--- config.mk ---
export PLATFORM = sky130hd
export DESIGN_NAME = gpio_port_register_block
export DESIGN_NICKNAME = d
export VERILOG_FILES = /design/src/rtl/gpr_pkg.sv /design/src/rtl/gpr_regs.sv /design/src/rtl/gpio_port_register_block.sv
export SDC_FILE = /design/constraint.sdc
export NUM_CORES = 1
export LEC_CHECK = 0
export ABC_AREA = 1
export BUFFER_PORTS_ARGS = -buffer_cell sky130_fd_sc_hd__buf_2
export CAP_MARGIN = 40
export CORE_ASPECT_RATIO = 0.8
export CORE_MARGIN = 10
export CORE_UTILIZATION = 55
export DETAILED_ROUTE_END_ITERATION = 10
export PLACE_DENSITY = 0.76
export SYNTH_ARGS = -nofsm -noshare
export SYNTH_HDL_FRONTEND = slang
export SYNTH_SLANG_ARGS = --single-unit
--- constraint.sdc ---
create_clock -name clk -period 3.57 [get_ports clk]
set_input_delay 0.357 -clock clk [delete_from_list [all_inputs] [get_ports clk]]
set_output_delay 0.357 -clock clk [all_outputs]
set_load 0.05 [all_outputs]
--- src/rtl/gpr_pkg.sv ---
// Shared types, register codes and field-spreading helpers for the GPIO port register block.
package gpr_pkg;

  localparam int PIN_COUNT_DEF = 16;
  localparam int PORT_PINS     = 16;

  typedef enum logic [3:0] {
    REG_MODE  = 4'd0,
    REG_OTYPE = 4'd1,
    REG_SPEED = 4'd2,
    REG_PULL  = 4'd3,
    REG_IDATA = 4'd4,
    REG_ODATA = 4'd5,
    REG_BSRR  = 4'd6,
    REG_LOCK  = 4'd7,
    REG_AFL   = 4'd8,
    REG_AFH   = 4'd9
  } reg_sel_t;

  typedef enum logic {
    ACC_READ  = 1'b0,
    ACC_WRITE = 1'b1
  } acc_kind_t;

  // lock key sequence progress
  typedef enum logic [1:0] {
    LK_WAIT   = 2'd0,
    LK_FIRST  = 2'd1,
    LK_SECOND = 2'd2
  } lock_phase_t;

  typedef struct packed {
    acc_kind_t   kind;
    reg_sel_t    sel;
    logic [31:0] wdata;
    logic [15:0] levels;
  } gpr_acc_t;

  typedef struct packed {
    logic [31:0] read_data;
    logic [15:0] pin_drive;
    logic        lock_active;
  } gpr_rsp_t;

  // one pin bit -> two field bits
  function automatic logic [31:0] spread2(input logic [15:0] pins);
    logic [31:0] res;
    res = '0;
    for (int i = 0; i < PORT_PINS; i++) begin
      res[2*i +: 2] = {2{pins[i]}};
    end
    return res;
  endfunction

  // one pin bit -> four field bits, eight pins per register
  function automatic logic [31:0] spread4(input logic [7:0] pins);
    logic [31:0] res;
    res = '0;
    for (int i = 0; i < 8; i++) begin
      res[4*i +: 4] = {4{pins[i]}};
    end
    return res;
  endfunction

endpackage

--- src/rtl/gpr_regs.sv ---
// GPIO port register file: config registers, output data, lock sequencer and read mux.
module gpr_regs #(
  parameter int PIN_COUNT = gpr_pkg::PIN_COUNT_DEF
) (
  input  logic             clk,
  input  logic             rst,
  input  logic             en,
  input  gpr_pkg::gpr_acc_t acc,
  output gpr_pkg::gpr_rsp_t rsp
);
  import gpr_pkg::*;

  localparam logic [16:0] PRESENT_W = (17'(1) << PIN_COUNT) - 17'(1);
  localparam logic [15:0] PRESENT   = PRESENT_W[15:0];

  logic [31:0] mode_bits, mode_bits_next;
  logic [15:0] otype_bits, otype_bits_next;
  logic [31:0] speed_bits, speed_bits_next;
  logic [31:0] pull_bits, pull_bits_next;
  logic [15:0] odata_bits, odata_bits_next;
  logic [31:0] afl_bits, afl_bits_next;
  logic [31:0] afh_bits, afh_bits_next;
  logic [16:0] lock_bits, lock_bits_next;
  lock_phase_t lock_phase, lock_phase_next;

  logic        wr;
  logic [15:0] locked;
  logic [15:0] free_pins;
  logic        lock_wr;
  logic        key;
  logic [15:0] lk_mask;
  logic        same;
  logic [31:0] rd;

  assign wr        = en && (acc.kind == ACC_WRITE);
  assign locked    = lock_bits[16] ? lock_bits[15:0] : 16'd0;
  assign free_pins = PRESENT & ~locked;
  assign lock_wr   = wr && (acc.sel == REG_LOCK) && !lock_bits[16];
  assign key       = acc.wdata[16];
  assign lk_mask   = acc.wdata[15:0] & PRESENT;
  assign same      = (lk_mask == lock_bits[15:0]);

  // config and data register updates; locked config fields keep their value, output data ignores the lock
  always_comb begin
    logic [31:0] wm2;
    logic [15:0] wm1;
    logic [31:0] wml;
    logic [31:0] wmh;
    wm2 = spread2(free_pins);
    wm1 = free_pins;
    wml = spread4(free_pins[7:0]);
    wmh = spread4(free_pins[15:8]);
    mode_bits_next  = mode_bits;
    otype_bits_next = otype_bits;
    speed_bits_next = speed_bits;
    pull_bits_next  = pull_bits;
    odata_bits_next = odata_bits;
    afl_bits_next   = afl_bits;
    afh_bits_next   = afh_bits;
    if (wr) begin
      case (acc.sel)
        REG_MODE:  mode_bits_next  = (mode_bits & ~wm2) | (acc.wdata & wm2);
        REG_OTYPE: otype_bits_next = (otype_bits & ~wm1) | (acc.wdata[15:0] & wm1);
        REG_SPEED: speed_bits_next = (speed_bits & ~wm2) | (acc.wdata & wm2);
        REG_PULL:  pull_bits_next  = (pull_bits & ~wm2) | (acc.wdata & wm2);
        REG_ODATA: odata_bits_next = acc.wdata[15:0] & PRESENT;
        REG_BSRR:  odata_bits_next = (odata_bits & ~(acc.wdata[31:16] & PRESENT))
                                   | (acc.wdata[15:0] & PRESENT);
        REG_AFL:   afl_bits_next   = (afl_bits & ~wml) | (acc.wdata & wml);
        REG_AFH:   afh_bits_next   = (afh_bits & ~wmh) | (acc.wdata & wmh);
        default: ;
      endcase
    end
  end

  // lock sequencer: next phase
  always_comb begin
    lock_phase_next = lock_phase;
    if (lock_wr) begin
      case (lock_phase)
        LK_FIRST:  lock_phase_next = (!key && same) ? LK_SECOND
                                   : (key ? LK_FIRST : LK_WAIT);
        LK_SECOND: lock_phase_next = (key && same) ? LK_WAIT
                                   : (key ? LK_FIRST : LK_WAIT);
        default:   lock_phase_next = key ? LK_FIRST : LK_WAIT;
      endcase
    end
  end

  // lock sequencer: lock register
  always_comb begin
    lock_bits_next = lock_bits;
    if (lock_wr) begin
      if (lock_phase == LK_SECOND && key && same) begin
        lock_bits_next = {1'b1, lk_mask};
      end else begin
        lock_bits_next = {1'b0, lk_mask};
      end
    end
  end

  // read mux
  always_comb begin
    rd = '0;
    if (acc.kind == ACC_READ) begin
      case (acc.sel)
        REG_MODE:  rd = mode_bits;
        REG_OTYPE: rd = {16'd0, otype_bits};
        REG_SPEED: rd = speed_bits;
        REG_PULL:  rd = pull_bits;
        REG_IDATA: rd = {16'd0, acc.levels & PRESENT};
        REG_ODATA: rd = {16'd0, odata_bits};
        REG_LOCK:  rd = {15'd0, lock_bits};
        REG_AFL:   rd = afl_bits;
        REG_AFH:   rd = afh_bits;
        default:   rd = '0;
      endcase
    end
  end

  assign rsp.read_data   = rd;
  assign rsp.pin_drive   = odata_bits_next;
  assign rsp.lock_active = lock_bits_next[16];

  always_ff @(posedge clk) begin
    if (rst) begin
      mode_bits  <= '0;
      otype_bits <= '0;
      speed_bits <= '0;
      pull_bits  <= '0;
      odata_bits <= '0;
      afl_bits   <= '0;
      afh_bits   <= '0;
      lock_bits  <= '0;
      lock_phase <= LK_WAIT;
    end else begin
      mode_bits  <= mode_bits_next;
      otype_bits <= otype_bits_next;
      speed_bits <= speed_bits_next;
      pull_bits  <= pull_bits_next;
      odata_bits <= odata_bits_next;
      afl_bits   <= afl_bits_next;
      afh_bits   <= afh_bits_next;
      lock_bits  <= lock_bits_next;
      lock_phase <= lock_phase_next;
    end
  end

endmodule

--- src/rtl/gpio_port_register_block.sv ---
// Top level of the GPIO port register block: input stage, register file, result stage.
// Path: input register, then result register; the result is offered from the result
//   register, and a result stage that is not drained holds the access in the input stage;
//   register state changes as the access leaves the input stage.
// Throughput: one access per cycle, limited only by the result stage being drained.
// Reset: rst is synchronous, active high; all port registers, the lock key and the
//   lock sequence clear to zero. Once locked, the lock holds until the next reset.
module gpio_port_register_block #(
  parameter int PIN_COUNT = gpr_pkg::PIN_COUNT_DEF
) (
  input  logic        clk,
  input  logic        rst,
  input  logic        s_axis_tvalid,
  output logic        s_axis_tready,
  input  logic [47:0] s_axis_tdata,  // write_data[31:0], pin_levels[47:32]
  input  logic [4:0]  s_axis_tuser,  // mode[0], reg_select[4:1]
  output logic        m_axis_tvalid,
  input  logic        m_axis_tready,
  output logic [55:0] m_axis_tdata   // read_data[31:0], pin_drive[47:32],
                                     // lock_active[48], zero pad[55:49]
);
  import gpr_pkg::*;

  // input stage
  logic     in_valid;
  gpr_acc_t in_acc;
  logic     s_fire;
  logic     advance;    // access moves from input stage into result stage
  gpr_rsp_t rsp;

  assign advance       = in_valid && (!m_axis_tvalid || m_axis_tready);
  assign s_axis_tready = !in_valid || advance;
  assign s_fire        = s_axis_tvalid && s_axis_tready;

  always_ff @(posedge clk) begin
    if (rst) begin
      in_valid <= 1'b0;
    end else if (s_fire) begin
      in_valid <= 1'b1;
    end else if (advance) begin
      in_valid <= 1'b0;
    end
  end

  // payload, no reset needed
  always_ff @(posedge clk) begin
    if (s_fire) begin
      in_acc.kind   <= acc_kind_t'(s_axis_tuser[0]);
      in_acc.sel    <= reg_sel_t'(s_axis_tuser[4:1]);
      in_acc.wdata  <= s_axis_tdata[31:0];
      in_acc.levels <= s_axis_tdata[47:32];
    end
  end

  // register file; state updates only on advance
  gpr_regs #(
    .PIN_COUNT (PIN_COUNT)
  ) u_regs (
    .clk (clk),
    .rst (rst),
    .en  (advance),
    .acc (in_acc),
    .rsp (rsp)
  );

  // result stage
  always_ff @(posedge clk) begin
    if (rst) begin
      m_axis_tvalid <= 1'b0;
    end else if (advance) begin
      m_axis_tvalid <= 1'b1;
    end else if (m_axis_tready) begin
      m_axis_tvalid <= 1'b0;
    end
  end

  always_ff @(posedge clk) begin
    if (advance) begin
      m_axis_tdata <= {7'd0, rsp.lock_active, rsp.pin_drive, rsp.read_data};
    end
  end

  // checks
  // an empty result stage never stalls the input side
  a_ready_when_empty: assert property (@(posedge clk) disable iff (rst)
    !m_axis_tvalid |-> s_axis_tready)
    else $error("input stalled with empty result stage");

  // lock, once taken, is only cleared by reset
  a_lock_sticky: assert property (@(posedge clk) disable iff (rst)
    (!$past(rst) && $past(rsp.lock_active)) |-> rsp.lock_active)
    else $error("lock key dropped without reset");

  // every new result comes from a staged access
  a_result_source: assert property (@(posedge clk) disable iff (rst)
    $rose(m_axis_tvalid) |-> $past(in_valid))
    else $error("result produced without a staged access");

endmodule
# Word level (Yosys, flattened, before mapping)
# Cells that the tools add are included.
# totals
input_bits,57
wordCells,92
regBits,315
# classes
eq_ne,12
n_reduce_logical,24
n_bitwise,24
muxes,14
# ops
op,n
$pmux W32 S9,1
$and A32 B32 Y32,8
$or A32 B32 Y32,5
$not A32 Y32,3
$and A16 B16 Y16,3
$not A16 Y16,3
$mux W17,2
$mux W16,2
$or A16 B16 Y16,2
$pmux W16 S2,1
$eq A16 B16 Y1,1
$eq A4 B3 Y1 const B,4
$reduce_and A2 Y1,6
$logic_and A1 B1 Y1,9
$eq A4 B2 Y1 const B,2
$eq A4 B4 Y1 const B,2
$mux W1,5
$eq A4 B1 Y1 const B,1
$logic_not A1 Y1,4
$logic_not A4 Y1,1
$mux W2,2
$pmux W2 S2,1
$reduce_bool A2 Y1,2
$eq A2 B1 Y1 const B,1
2 further kinds,3

# Depth between registers and ports, before layout
# depth
ltp_word,7
mapped_depth,10
mapped_depth_nobuf,9

# Modules after synthesis
# A second synthesis with hierarchy kept.
# hier_totals
cells_unflattened,1598
hier_area_um2,12949.9
# by_module_without_submodules
mod,area_each_um2,cells_per_inst,seq_area_each_um2,instances
gpr_regs,9739.3,1476,4224.1,1
gpio_port_register_block,3210.6,122,3103.0,1

# Worst setup path before layout
# Ideal clock, no wire load.
# synth_path
kind,register -> register
from,reg m_axis_tvalid
to,"reg m_axis_tdata[33], data pin"
period_less_slack_ns,3.004
t_required_ns,3.317
setup_slack_ns,0.566
t_arrival_ns,2.751
path_stages_with_launch,10
n_path_buf,1
path_cell_list,dfxtp_1 -> nand2_1 -> nand2_1 -> inv_1 -> nand2_1 -> nor2_1 -> clkbuf_1 -> o21ai_0 -> nand2_1 -> nand2_1
# synth_lines
item,line_no,text
from (decl),gpio_port_register_block.sv:17,"output logic m_axis_tvalid,"
from (signal assigned),gpio_port_register_block.sv:69,m_axis_tvalid <= 1'b0;
from (signal assigned),gpio_port_register_block.sv:71,m_axis_tvalid <= 1'b1;
from (signal assigned),gpio_port_register_block.sv:73,m_axis_tvalid <= 1'b0;
to (signal assigned),gpio_port_register_block.sv:79,"m_axis_tdata <= {7'd0, rsp.lock_active, rsp.pin_drive, rsp.read_data};"
to (decl),gpio_port_register_block.sv:19,output logic [55:0] m_axis_tdata

==> metrics.md <==
| Metric | Value |
|---|---|
| Grt total ovfl | 0 |
| Final setup TNS | 0 ns |
| Num ports | 115 |
| #FFs+latches synth | 315 |
| Outcome | finished, final reports clean |
| Final setup violation count | 0 |
| First-pass GRT wire length | about 60000 um |
| Reg2reg path depth | 8 |
| Die Footprint | about 0.03 mm^2 |
| Layout cells sized above 1 | 0.1142 |
| Max transition margin | 0.4770 |
| Worst slew pin tran | 0.7844 ns |
| Logic pwr share | 0.057 |
| Synth unique cells | 24 |
| RSZ-0062 raised after global routing | no |
| Psw | 0.001739 W |
| Crit-path max FO | 13 |
| Syn Area/Cell | roughly 8.2 um^2 |
| Final WL | between 30000 and 40000 um |
| Flop pwr share | 0.509 |
| Clk pin slew, worst setup/hold paths | 0.06 ns |
| N_diodes | 0 |
| Number of flops mapped to enable cells by yosys | 102 |
| Worst-Skew Late Latency | 0.57 ns |
| Largest net degree at the start of global routing | 162 |
| Final Max Tran Viols | 0 |
| Postcts setup bufs | 0 |
| Floorplan die height | 156.8 um |
| Drt drc | 0 |
| Top FF cell, synth | dfxtp_1 |
| PD cells | roughly 500 mW/mm^2 |
| GRT Overall Usage | 0.2523 |
| Yosys warns | 0 |
| Netlist area before placement | 0.01287 mm^2 |
| Gate Count Post-Synth | 1567 |
| Drt first pass iters | 5 |
| CTS buffer count | 30 |
| H-tree lvl count | 1 |
| Vias | 11466 |
| Die W | 191.0 um |
| Most used cell, CP | nand2_1 |
| DR vias/cell | 5.621 |
| Peak supply drop | 0.0003848 V |
| Clock Power Share | 0.434 |
| Core footprint | between 0.02 and 0.025 mm^2 |
| Most common cell after layout, fill and taps aside | nand2_1 |
| # clock sinks | 315 |
| Worst path max stage delay | 0.51 ns |
| MaxCap Viol Count | 0 |
| Largest cells by area after synthesis | dfxtp_1, edfxtp_1, nand2_1 |
| CTS max path bufs | 3 |
| Final ANT Viol Nets | 0 |
| Critical Path Start Type | register |
| Post_cts resized | 0 |
| Initial antenna violation count | 0 |
| CP required | 4.01 ns |
| Hold crit path type | in2reg |
| Worst path cell trace | inv_2 -> nand2_1 -> inv_2 -> nand2_1 -> nor2_4 -> nand2_1 -> o21ai_0 -> a21oi_1 |
| Final GP Congestion | between 0.9 and 1 |
| Vias in the first global route | 10908 |
| Setup CP Type | reg2reg |
| Post-layout util | 0.6695 |
| Worst Hold Depth | 4 |
| Slowest cell on crit path | nor2_4 |
| Clock Skew | 0.02245 ns |
| Asr flop ratio synth | 0 |
| Initial cell density of the core | 0.5658 |
| Final period utilization | 0.6643 |
| Nets | 1769 |
| CTS tree | done |
| Site row count | 49 |
| Largest area contributor in the netlist | dfxtp_1 |
| IO Port Bufs | between 100 and 150 |
| Min Tclk post-route | approximately 2.4 ns |
| Max Fclk | 0.4217 GHz |
| Leakage | 5.956 nW |
| CTS root buf | clkbuf_16 |
| Area Overhead vs Synth | 18.32% |
| Final hold viol count | 0 |
| Sw Ratio | 0.2296 |
| Sequential area share after synthesis | 0.5693 |
| Commonest non-fill, non-tap cells in the layout | nand2_1, a21oi_1, dfxtp_1 |
| Setup crit end kind | register |
| Internal power | 0.005837 W |
| WP data arrival | 2.81 ns |
| Routed len/inst | 18.80 um |
| Yosys top cell area share | 0.3313 |
| Post-detail-place hpwl | 25170 um |
| DRT iter0 DRCs | 1358 |
## synthesized netlist by cell type (2+ instances only)
| library cell | n |
|---|---|
| ha_1 | 2 |
| nor2_1 | 173 |
| nor2_2 | 8 |
| o22ai_1 | 38 |
| o21ai_0 | 194 |
| buf_4 | 7 |
| nor2_4 | 4 |
| buf_2 | 18 |
| nand4_1 | 2 |
| nand2_1 | 311 |
| nand2_2 | 5 |
| dfxtp_1 | 213 |
| o21ai_1 | 7 |
| clkbuf_1 | 47 |
| a21oi_1 | 222 |
| edfxtp_1 | 102 |
| inv_2 | 5 |
| nand3_1 | 59 |
| inv_1 | 145 |
## area by class of cell
cell class              count  area, um^2
fillers                  1873        7518
flip-flops and latches    315        7327
multi-input cells        1035        4679
repair buffers            178        1226
clock buffers              53        1022
inverters                 150       563.0
well taps                 306       382.9
clock inverters             3       26.28
## worst max-delay path: cells and delay by family, from the launching register on
family,cells,cell delay (ns)
AO/OA/AOI/OAI,2,0.31
flip-flops,1,0.45
AND/OR/NAND/NOR,4,1.29
buffers and inverters,2,0.18
## final timing paths
check                                   start       endpoint  slack (ns)
worst max-delay path               in_acc[49]       register        1.20
worst min-delay path            m_axis_tready  m_axis_tvalid        0.11
worst max register to register     in_acc[49]       register        1.20
worst min register to register       register       register        0.45
## layer usage
metal,global-route usage,wire length [um]
met5,0,0
met4,0.07298,1073
met3,0.06819,4720
met2,0.3581,15310
met1,0.3663,17260
## power by group through the flow
| stage | Sequential, W | Clock [W] | Combinational (W) |
|---|---|---|---|
| 2_1_floorplan | 0.00397 | 0 | 0.000188 |
| 6_report | 0.00386 | 0.00329 | 0.000431 |
| 4_1_cts | 0.00385 | 0.00331 | 0.000425 |
| 3_3_place_gp | 0.00393 | 0 | 0.000370 |
| 3_5_place_dp | 0.00393 | 0 | 0.000379 |
| 5_1_grt | 0.00386 | 0.00347 | 0.000463 |
## metrics by stage
step / instance area [um^2] / hold slack, ns / total power (W) / instances / worst slack, ns
after floorplan: 12890 / 0.4237 / 0.004158 / 1573 / 0.5658
after global placement: 13630 / 0.4385 / 0.004299 / 1930 / 1.374
after detailed placement: 13650 / 0.4423 / 0.004308 / 1931 / 1.294
after CTS: 15230 / 0.1019 / 0.007585 / 2040 / 1.271
after global routing: 15230 / 0.1229 / 0.007791 / 2040 / 1.034
final: 15230 / 0.1114 / 0.007576 / 2040 / 1.198
## cell families after synthesis
family,Yosys count,synth area share
compound gates,462,0.1836
fa+ha+maj,2,0.001944
buf+inv,223,0.06883
flops,315,0.5693
other cells,1,0.0002914
simple gates,564,0.1761
## timing repair
action                                 CTS  global route
endpoints found under the hold margin   53             0
hold buffers                            53             0
setup endpoints to repair                0             0
(Power assumes the default switching activity.)
